==> config.mk <==
export PLATFORM = sky130hd
export DESIGN_NAME = credit_token_allocator
export DESIGN_NICKNAME = d
export VERILOG_FILES = /design/src/hw/rtl/cta_pkg.sv /design/src/hw/rtl/credit_token_allocator.sv /design/src/hw/rtl/cta_ctrl.sv /design/src/hw/rtl/cta_dp.sv
export SDC_FILE = /design/constraint.sdc
export NUM_CORES = 1
export LEC_CHECK = 0
export ABC_AREA = 1
export BUFFER_PORTS_ARGS = -buffer_cell sky130_fd_sc_hd__buf_2
export CORE_ASPECT_RATIO = 1.1
export CORE_MARGIN = 2
export CORE_UTILIZATION = 40
export CTS_CLUSTER_DIAMETER = 80
export DETAILED_ROUTE_END_ITERATION = 7
export GPL_TIMING_DRIVEN = 0
export SYNTH_ARGS = -nofsm -noshare
export SYNTH_HDL_FRONTEND = slang
export SYNTH_SLANG_ARGS = --single-unit
==> constraint.sdc <==
create_clock -name i_clk -period 20.1 [get_ports i_clk]
set_clock_uncertainty 0.15 [all_clocks]
set_input_delay 2.01 -clock i_clk [delete_from_list [all_inputs] [get_ports i_clk]]
set_output_delay 2.01 -clock i_clk [all_outputs]
set_load 0.02 [all_outputs]
==> src/hw/rtl/cta_pkg.sv <==
// ----------------------------------------------------------------------------
// cta_pkg
// shared types and constants of the credit token allocator
// ----------------------------------------------------------------------------
package cta_pkg;

    localparam int unsigned FIELD_W   = 8;
    localparam int unsigned ID_W      = 4;
    localparam int unsigned COUNT_W   = 5;
    localparam int unsigned ID_SPAN   = 1 << ID_W;

    localparam logic [FIELD_W-1:0] TOTAL_RESET = 8'd8;

    localparam logic FUNC_REQUEST = 1'b0;
    localparam logic FUNC_RELEASE = 1'b1;

    typedef struct packed {
        logic capture;
        logic exec;
    } t_dp_cmd;

endpackage

==> src/hw/rtl/credit_token_allocator.sv <==
// ----------------------------------------------------------------------------
// credit_token_allocator
// shared token pool with a per-client holding table
//
//   channel  handshake          payload
//   input    start / busy       i_func i_client_id i_client_live i_cost
//   result   o_valid (strobe)   o_ok o_cost_fits o_attacker_count
//                               o_tokens_available
//   config   i_cfg_we           i_cfg_wdata (total_tokens)
//
// a transaction is a capture, then one read-modify-write step of
// the holding table, pool adder and compare; busy is high during that step
// the result strobes for one cycle, in which the next transaction can start
// reset or a config write sets the pool to total_tokens; reset clears holders
// the receiver cannot stall, so nothing backs up on the result side
// ----------------------------------------------------------------------------
module credit_token_allocator
    import cta_pkg::*;
#(
    parameter int unsigned MAX_CLIENTS = 16
)
(
    input  logic               i_clk,
    input  logic               i_rst_n,
    input  logic               start,
    output logic               busy,
    input  logic               i_func,
    input  logic [ID_W-1:0]    i_client_id,
    input  logic               i_client_live,
    input  logic [FIELD_W-1:0] i_cost,
    input  logic               i_cfg_we,
    input  logic [FIELD_W-1:0] i_cfg_wdata,
    output logic               o_valid,
    output logic               o_ok,
    output logic               o_cost_fits,
    output logic [COUNT_W-1:0] o_attacker_count,
    output logic [FIELD_W-1:0] o_tokens_available
);

    t_dp_cmd cmd;

    cta_ctrl u_ctrl (
        .i_clk   (i_clk),
        .i_rst_n (i_rst_n),
        .start   (start),
        .busy    (busy),
        .o_valid (o_valid),
        .o_cmd   (cmd)
    );

    cta_dp #(
        .MAX_CLIENTS (MAX_CLIENTS)
    ) u_dp (
        .i_clk              (i_clk),
        .i_rst_n            (i_rst_n),
        .i_cmd              (cmd),
        .i_cfg_we           (i_cfg_we),
        .i_cfg_wdata        (i_cfg_wdata),
        .i_func             (i_func),
        .i_client_id        (i_client_id),
        .i_client_live      (i_client_live),
        .i_cost             (i_cost),
        .o_ok               (o_ok),
        .o_cost_fits        (o_cost_fits),
        .o_attacker_count   (o_attacker_count),
        .o_tokens_available (o_tokens_available)
    );

endmodule

==> src/hw/rtl/cta_ctrl.sv <==
// ----------------------------------------------------------------------------
// cta_ctrl
// sequencer: takes a transaction, runs one update step, strobes the result
// ----------------------------------------------------------------------------
module cta_ctrl
    import cta_pkg::*;
(
    input  logic    i_clk,
    input  logic    i_rst_n,
    input  logic    start,
    output logic    busy,
    output logic    o_valid,
    output t_dp_cmd o_cmd
);

    typedef enum logic {
        S_IDLE,
        S_EXEC
    } t_state;

    t_state r_state, n_state;
    logic   r_done, n_done;

    always_comb begin
        n_state = r_state;
        n_done  = 1'b0;
        unique case (r_state)
            S_IDLE: begin
                if (start) begin
                    n_state = S_EXEC;
                end
            end
            S_EXEC: begin
                n_state = S_IDLE;
                n_done  = 1'b1;
            end
            default: begin
                n_state = S_IDLE;
            end
        endcase
    end

    always_ff @(posedge i_clk) begin
        if (!i_rst_n) begin
            r_state <= S_IDLE;
            r_done  <= 1'b0;
        end else begin
            r_state <= n_state;
            r_done  <= n_done;
        end
    end

    assign busy          = (r_state == S_EXEC);
    assign o_valid       = r_done;
    assign o_cmd.capture = start && (r_state == S_IDLE);
    assign o_cmd.exec    = (r_state == S_EXEC);

endmodule

==> src/hw/rtl/cta_dp.sv <==
// ----------------------------------------------------------------------------
// cta_dp
// pool level, holding table and result registers
// ----------------------------------------------------------------------------
module cta_dp
    import cta_pkg::*;
#(
    parameter int unsigned MAX_CLIENTS = 16
)
(
    input  logic               i_clk,
    input  logic               i_rst_n,
    input  t_dp_cmd            i_cmd,
    input  logic               i_cfg_we,
    input  logic [FIELD_W-1:0] i_cfg_wdata,
    input  logic               i_func,
    input  logic [ID_W-1:0]    i_client_id,
    input  logic               i_client_live,
    input  logic [FIELD_W-1:0] i_cost,
    output logic               o_ok,
    output logic               o_cost_fits,
    output logic [COUNT_W-1:0] o_attacker_count,
    output logic [FIELD_W-1:0] o_tokens_available
);

    localparam int unsigned DEPTH = (MAX_CLIENTS < ID_SPAN) ? MAX_CLIENTS : ID_SPAN;
    localparam int unsigned IDX_W = (DEPTH > 1) ? $clog2(DEPTH) : 1;

    logic               r_func;
    logic [ID_W-1:0]    r_id;
    logic               r_live;
    logic [FIELD_W-1:0] r_cost;

    logic [FIELD_W-1:0] r_total;
    logic [FIELD_W-1:0] r_pool;
    logic [COUNT_W-1:0] r_count;
    logic [FIELD_W-1:0] r_held [DEPTH];
    logic [DEPTH-1:0]   r_vld;

    logic               r_ok;
    logic               r_fits;

    logic [IDX_W-1:0]   idx;
    logic               live;
    logic               ent_vld;
    logic [FIELD_W-1:0] ent_held;
    logic [FIELD_W:0]   sum;
    logic               gb_ok;
    logic [FIELD_W-1:0] pool1;
    logic               vld1;
    logic [COUNT_W-1:0] count1;
    logic               fits;
    logic               grant;
    logic [FIELD_W-1:0] n_pool;
    logic [COUNT_W-1:0] n_count;
    logic               n_ok;

    assign idx      = r_id[IDX_W-1:0];
    assign live     = r_live && ({1'b0, r_id} < (ID_W+1)'(DEPTH));
    assign ent_vld  = r_vld[idx];
    assign ent_held = r_held[idx];
    assign sum      = {1'b0, r_pool} + {1'b0, ent_held};
    assign gb_ok    = live && ent_vld && (sum <= {1'b0, r_total});
    assign pool1    = gb_ok ? sum[FIELD_W-1:0] : r_pool;
    assign vld1     = ent_vld && !gb_ok;
    assign count1   = (gb_ok && (r_count != '0)) ? r_count - 1'b1 : r_count;
    assign fits     = (r_pool != '0) && (r_pool >= r_cost);
    assign grant    = (r_func == FUNC_REQUEST) && live && (pool1 != '0) && (pool1 >= r_cost);
    assign n_pool   = grant ? pool1 - r_cost : pool1;
    assign n_count  = (grant && !vld1) ? count1 + 1'b1 : count1;
    assign n_ok     = (r_func == FUNC_REQUEST) ? grant : gb_ok;

    always_ff @(posedge i_clk) begin
        if (i_cmd.capture) begin
            r_func <= i_func;
            r_id   <= i_client_id;
            r_live <= i_client_live;
            r_cost <= i_cost;
        end
        if (i_cmd.exec) begin
            r_ok   <= n_ok;
            r_fits <= (r_func == FUNC_REQUEST) && fits;
            if (grant) begin
                r_held[idx] <= r_cost;
            end
        end
    end

    always_ff @(posedge i_clk) begin
        if (!i_rst_n) begin
            r_total <= TOTAL_RESET;
            r_pool  <= TOTAL_RESET;
            r_count <= '0;
            r_vld   <= '0;
        end else if (i_cfg_we) begin
            r_total <= i_cfg_wdata;
            r_pool  <= i_cfg_wdata;
        end else if (i_cmd.exec) begin
            r_pool  <= n_pool;
            r_count <= n_count;
            if (grant) begin
                r_vld[idx] <= 1'b1;
            end else if (gb_ok) begin
                r_vld[idx] <= 1'b0;
            end
        end
    end

    assign o_ok               = r_ok;
    assign o_cost_fits        = r_fits;
    assign o_attacker_count   = r_count;
    assign o_tokens_available = r_pool;

endmodule

# --- Word level (Yosys, flattened, before mapping) ---
# Memory sizes are Yosys's and may differ from the RTL's. A register that Yosys moved wholly into a read port is not among the register bits.
# Cells that the tools add are included.
classes:
  addsub: 4
  order_cmp: 5
  mux: 20
  bitwise: 6
  n_reduce_logical: 21
ops:
  columns: ["op", "count"]
  rows:
  - ["16-bit two-way mux", 2]
  - ["8-bit two-way mux", 4]
  - ["16-bit bitwise AND", 1]
  - ["8-bit greater-or-equal comparator", 2]
  - ["16-bit NOT", 1]
  - ["16-bit bitwise OR", 1]
  - ["8-bit nonzero test", 2]
  - ["1-bit logical AND", 12]
  - ["5-bit two-way mux", 2]
  - ["8-bit by 8-bit adder with 9-bit output", 1]
  - ["9-bit by 8-bit less-or-equal comparator with 1-bit output", 1]
  - ["1-bit two-way mux", 8]
  - ["8-bit subtractor", 1]
  - ["5-bit by 1-bit adder with 5-bit output, second input constant", 1]
  - ["4-bit by 5-bit less-than comparator with 1-bit output, second input constant", 1]
  - ["5-bit nonzero test", 1]
  - ["5-bit by 1-bit subtractor with 5-bit output, second input constant", 1]
  - ["1-bit binary-select mux with 4-bit select", 1]
  - ["1-bit demux with 4-bit select", 1]
  - ["4-bit by 1-bit greater-or-equal comparator with 1-bit output, second input constant", 1]
  - ["4-bit two-way mux", 1]
  - ["2-bit nonzero test", 2]
  - ["1-bit NOT", 3]
  - ["3-bit AND reduction", 1]
  - ["other kinds (3)", 4]
totals:
  reg_bits: 55
  ramBits: 128
  in_bits: 26
  wordCells: 69
  mem_count: 1
memory_table:
  columns: ["name", "depth", "width", "rd", "rd_clocked_by_memory_dff", "wr", "line_no", "text"]
  rows:
  - ["u_dp.r_held", 16, 8, 1, 1, 1, "cta_dp.sv:37", "logic [FIELD_W-1:0] r_held [DEPTH];"]

# --- Logic depth before layout (Yosys ltp) ---
depth:
  word_depth: 11
  mapped_depth: 43
  mapped_depth_nobuf: 40

# --- Modules after synthesis ---
# A second synthesis with hierarchy kept.
hier_totals:
  hier_cells: 950
  area_unflattened_um2: 9489.1
modules_own_cells:
  columns: ["mod", "instances", "cells_per_inst", "area_each_um2", "seq_area_each_um2"]
  rows:
  - ["cta_dp", 1, 940, 9412.8, 5144.9]
  - ["cta_ctrl", 1, 10, 76.3, 40.0]

# --- Worst setup path after synthesis ---
# OpenSTA, ideal clock, no wires.
synth_path:
  kind: "register -> register"
  start: "register (tool-made name)"
  end: "memory u_dp.r_held[13][0], enable pin"
  arrival_ns: 6.202
  setup_slack_ns: 13.365
  stages_incl_launch_ff: 40
  n_path_buf: 4
  synth_period_minus_slack_ns: 6.735
  path_cell_list: "dfxtp_1 clkbuf_1 clkbuf_1 buf_1 mux2i_1 o211ai_1 o211ai_1 nand2_1 ha_1 inv_1 fa_1 inv_1 a31o_2 xor2_1 inv_1 ha_1 nand2_1 nor2_1 [... 4 more ...] nand2_1 nand2_1 nand2_1 nand2_4 buf_6 nand2_1 nand2_2 inv_1 ha_1 nand2_1 or4_1 o311ai_0 nand3_1 inv_2 nand2_8 inv_4 nand2_4 nor3_1"
synth_lines:
  columns: ["element", "line_no"]
  rows:
  - ["to (decl)", "cta_dp.sv:37"]

==> report_table.html <==
<table>
<tr><th>Metric</th><th>Value</th></tr>
<tr><th colspan="2">Drt</th></tr>
<tr><td>Number of iterations in the first detailed-routing pass</td><td>4</td></tr>
<tr><td>Vias after detailed routing</td><td>around 6,900</td></tr>
<tr><td>Routed Wire Length</td><td>23.0 mm</td></tr>
<tr><td>DRC violation total after the first TritonRoute iteration</td><td>428</td></tr>
<tr><td>Number of remaining DRC errors</td><td>0</td></tr>
<tr><td>Antenna Nets Post-Route</td><td>0</td></tr>
<tr><td>Wire length per cell after detailed routing</td><td>approximately 17 microns</td></tr>
<tr><td>Via density per instance</td><td>between 5 and 6</td></tr>
<tr><th colspan="2">Setup path</th></tr>
<tr><td>Data arrival time of the worst path</td><td>8.57 ns</td></tr>
<tr><td>Worst R2R Path Depth</td><td>38</td></tr>
<tr><td>Type of destination of the critical path</td><td>flop</td></tr>
<tr><td>Cell type of the slowest stage on the worst timing path</td><td>nor3_1</td></tr>
<tr><td>Flop-to-flop setup slack</td><td>11.44 ns</td></tr>
<tr><td>WS Path Type</td><td>reg -&gt; reg</td></tr>
<tr><td>Terminus of the critical flop-to-flop path</td><td>u_dp.r_held[0][0]</td></tr>
<tr><td>Launching element type of the critical path</td><td>flop</td></tr>
<tr><td>Peak fanout along the critical path</td><td>10</td></tr>
<tr><td>Most used cell along the critical path</td><td>nand2_1</td></tr>
<tr><td>Slowest stage delay, CP</td><td>1.00 ns</td></tr>
<tr><td>Required arrival time at the worst endpoint</td><td>20.00 ns</td></tr>
<tr><td>CP endpoint</td><td>u_dp.r_held[0][0]</td></tr>
<tr><th colspan="2">Synthesis</th></tr>
<tr><td>Warnings from Yosys</td><td>0</td></tr>
<tr><td>Post-synth ARST share</td><td>0%</td></tr>
<tr><td>Largest area contributor in the synthesized netlist</td><td>edfxtp_1</td></tr>
<tr><td>Area of the mapped netlist</td><td>~9500 sq um</td></tr>
<tr><td>Net count after synthesis</td><td>1,011</td></tr>
<tr><td>Leading cell type by number of instances after synthesis</td><td>edfxtp_1</td></tr>
<tr><td>Most common library cells after synthesis</td><td>edfxtp_1 (144), nand2_1 (138), inv_1 (133)</td></tr>
<tr><td>Number of enable-type register cells in the synthesized netlist</td><td>144</td></tr>
<tr><td>Syn Area/Cell</td><td>10.0 sq um</td></tr>
<tr><td>Top-area cell type share of the netlist area</td><td>around 46%</td></tr>
<tr><td>Register bit total from synthesis</td><td>187</td></tr>
<tr><td>Synth top area cells</td><td>edfxtp_1 (46%), dfxtp_1 (9.1%), nand2_1 (5.5%), inv_1 (5.3%), ha_1 (4.5%)</td></tr>
<tr><td>Top FF cell, synth</td><td>edfxtp_1</td></tr>
<tr><td>Count of cell types in the netlist</td><td>42</td></tr>
<tr><td>Fraction of the yosys area taken by sequential cells</td><td>a little over half</td></tr>
<tr><td>Cell count after synthesis</td><td>949</td></tr>
<tr><th colspan="2">Clock tree</th></tr>
<tr><td>Total of cells resized after clock tree synthesis</td><td>0</td></tr>
<tr><td>Buffers inserted during post-CTS setup optimization</td><td>0</td></tr>
<tr><td>Reg clk slew, reported paths</td><td>0.08 ns</td></tr>
<tr><td>CTS Root Cell</td><td>clkbuf_16</td></tr>
<tr><td>Clock Path Buffers</td><td>2</td></tr>
<tr><td># hold bufs at CTS</td><td>0</td></tr>
<tr><td>Number of sinks driven by the clock tree</td><td>187</td></tr>
<tr><td>Clock tree from TritonCTS</td><td>yes</td></tr>
<tr><td>H-tree depth reported by CTS</td><td>4</td></tr>
<tr><td>Clock network latency to the later pin of the worst-skew pair</td><td>0.45 ns</td></tr>
<tr><td>Number of CTS-inserted buffers</td><td>17</td></tr>
<tr><th colspan="2">Power and ir drop</th></tr>
<tr><td>Power consumption</td><td>~0.9 mW</td></tr>
<tr><td>Total power divided by cell area</td><td>between 80 and 90 nW/um^2</td></tr>
<tr><td>VDD IR-drop max</td><td>0.0576 mV</td></tr>
<tr><td>Standby leakage power</td><td>4.30 nW</td></tr>
<tr><th colspan="2">Layout</th></tr>
<tr><td>Fill cell total of the finished layout</td><td>2,240</td></tr>
<tr><td>Antenna diodes</td><td>0</td></tr>
<tr><td>Count of nets after finishing</td><td>1,072</td></tr>
<tr><td>Post-synthesis to final-layout area growth</td><td>12.8%</td></tr>
<tr><td>Core utilization of the finished layout</td><td>approximately 46%</td></tr>
<tr><td>Total non-filler cell area in the finished layout</td><td>10,700 sq um</td></tr>
<tr><td>Number of standard cells in the final layout excluding fillers</td><td>1,328</td></tr>
<tr><td>Layout cell share with drive strength beyond 1</td><td>about an eighth</td></tr>
<tr><th colspan="2">Place</th></tr>
<tr><td>RePlAce Congestion</td><td>about 0.84</td></tr>
<tr><td>Cell total after placement</td><td>1,295</td></tr>
<tr><td>Number of input and output port buffers inserted</td><td>41</td></tr>
<tr><td>Instance area at placement</td><td>roughly 10,000 sq um</td></tr>
<tr><td>Half-perimeter wire length after placement</td><td>approximately 17 mm</td></tr>
<tr><th colspan="2">Run</th></tr>
<tr><td>Number of maximum-capacitance violations</td><td>0</td></tr>
<tr><th colspan="2">Die</th></tr>
<tr><td>Die Height</td><td>166 microns</td></tr>
<tr><td>DIE WIDTH</td><td>~150 microns</td></tr>
<tr><td>Effective utilization at floorplan</td><td>40.5%</td></tr>
<tr><td>I/O pin cnt</td><td>between 40 and 50</td></tr>
<tr><td>Total Die Area</td><td>25,000 sq um</td></tr>
<tr><td>Total number of placement rows</td><td>59</td></tr>
<tr><td>Core outline area</td><td>23,500 sq um</td></tr>
<tr><th colspan="2">Timing</th></tr>
<tr><td>Minimum period implied by the final worst setup slack</td><td>8.66 ns</td></tr>
<tr><td>Fmax achieved</td><td>about 120 MHz</td></tr>
<tr><td>RSZ-0062 raised after global routing</td><td>false</td></tr>
<tr><td>Final worst-path cycle share</td><td>43.1%</td></tr>
<tr><td>Number of hold-slack violations in the final timing report</td><td>0</td></tr>
<tr><td>Total Neg Setup Slack</td><td>0 ns</td></tr>
<tr><td>Endpoints failing setup</td><td>0</td></tr>
<tr><td>Rel. slew slack</td><td>13.4%</td></tr>
<tr><td>Transition time at the pin with the least slew margin</td><td>1.29 ns</td></tr>
<tr><td>Slew Viols, Final</td><td>0</td></tr>
<tr><th colspan="2">Run status</th></tr>
<tr><td>Result of the run</td><td>finished, final reports clean</td></tr>
<tr><th colspan="2">Global routing</th></tr>
<tr><td>First-pass GRT wire length</td><td>around 37 mm</td></tr>
<tr><td>Global route overflow</td><td>0</td></tr>
<tr><td>Via count of the first global-routing pass</td><td>6,817</td></tr>
<tr><td>Tot GR Track Use</td><td>around 19%</td></tr>
<tr><td>Pin count of the biggest net entering global routing</td><td>22</td></tr>
<tr><td>Antenna violations before repair</td><td>0</td></tr>
<tr><th colspan="2">Worst hold path</th></tr>
<tr><td>Path category of the worst min-delay check</td><td>reg -&gt; reg</td></tr>
</table>
[how the worst min path moves through the flow]
stage	from	end	slack [ns]	cells after the start
finish	flop	flop	0.29	2
global route	flop	flop	0.31	2
CTS	flop	flop	0.30	2
detailed placement	flop	flop	0.29	2
global placement	flop	flop	0.28	2
floorplan	flop	flop	0.27	2
[layout by cell type (no fill, tap or decap), types with 4 or more instances in the layout]
master	instances
a21boi_0	8
a21oi_1	83
buf_2	43
buf_6	7
clkbuf_1	27
clkbuf_16	17
clkinv_8	5
dfxtp_1	43
edfxtp_1	144
ha_1	34
inv_1	133
inv_2	4
mux2i_1	32
nand2_1	138
nand2_2	11
nand3_1	57
nand3_2	10
nand4_1	28
nor2_1	38
nor2_4	4
nor3_1	5
nor3_2	11
o211ai_1	33
o21ai_0	52
o21ai_1	4
xor2_1	11
[cells by family (layout without fill, tap and decap cells)]
family	after synthesis	after routing	synth area share (%)
simple gates	311	311	16.6
compound gates	189	189	11.3
flops	187	187	54.6
buf+inv	180	254	7.93
fa+ha+maj	36	36	4.90
mux	32	32	3.37
xor+xnor	14	14	1.29
[metrics by stage]
stage	hold WS, ns	setup WS, ns
final	0.295	11.44
after global routing	0.311	10.77
after CTS	0.299	11.33
after detailed placement	0.287	11.40
after global placement	0.282	11.41
after floorplan	0.271	13.36
[cell type report]
cell class	count	area [sq um]	area share [%]
multi-input cells	582	3560	33.3
repair buffers	42	213	1.99
well taps	305	382	3.56
inverters	139	524	4.89
clock buffers	17	425	3.97
flip-flops and latches	187	5180	48.4
clock inverters	15	190	1.78
plain buffers	41	229	2.14
[routing by layer]
| metal | track usage (%) | up-vias | share of wire (%) |
|---|---|---|---|
| li1 | - | 3418 | - |
| met2 | 32.5 | 139 | 50 |
| met5 | 0 | - | 0 |
| met1 | 26.2 | 3316 | 46 |
| met3 | 3.36 | 17 | 3.6 |
| met4 | 4.71 | 0 | 1.1 |
[critical path: cells and delay by family (launching register included)]
family          cells  cell delay (ns)
simple gates       18             3.01
buf+inv            10             2.46
fa+ha+maj           4             1.23
compound gates      4             0.59
flops               1             0.36
xor+xnor            1             0.24
mux                 1             0.21
[where the power goes]
| part | switching (mW) | total (mW) | internal, mW |
|---|---|---|---|
| logic | 0.0906 | 0.137 | 0.0465 |
| clock network | 0.171 | 0.341 | 0.170 |
| registers | 0.00953 | 0.431 | 0.421 |
Note: power is estimated with default switching activity, not from simulation.
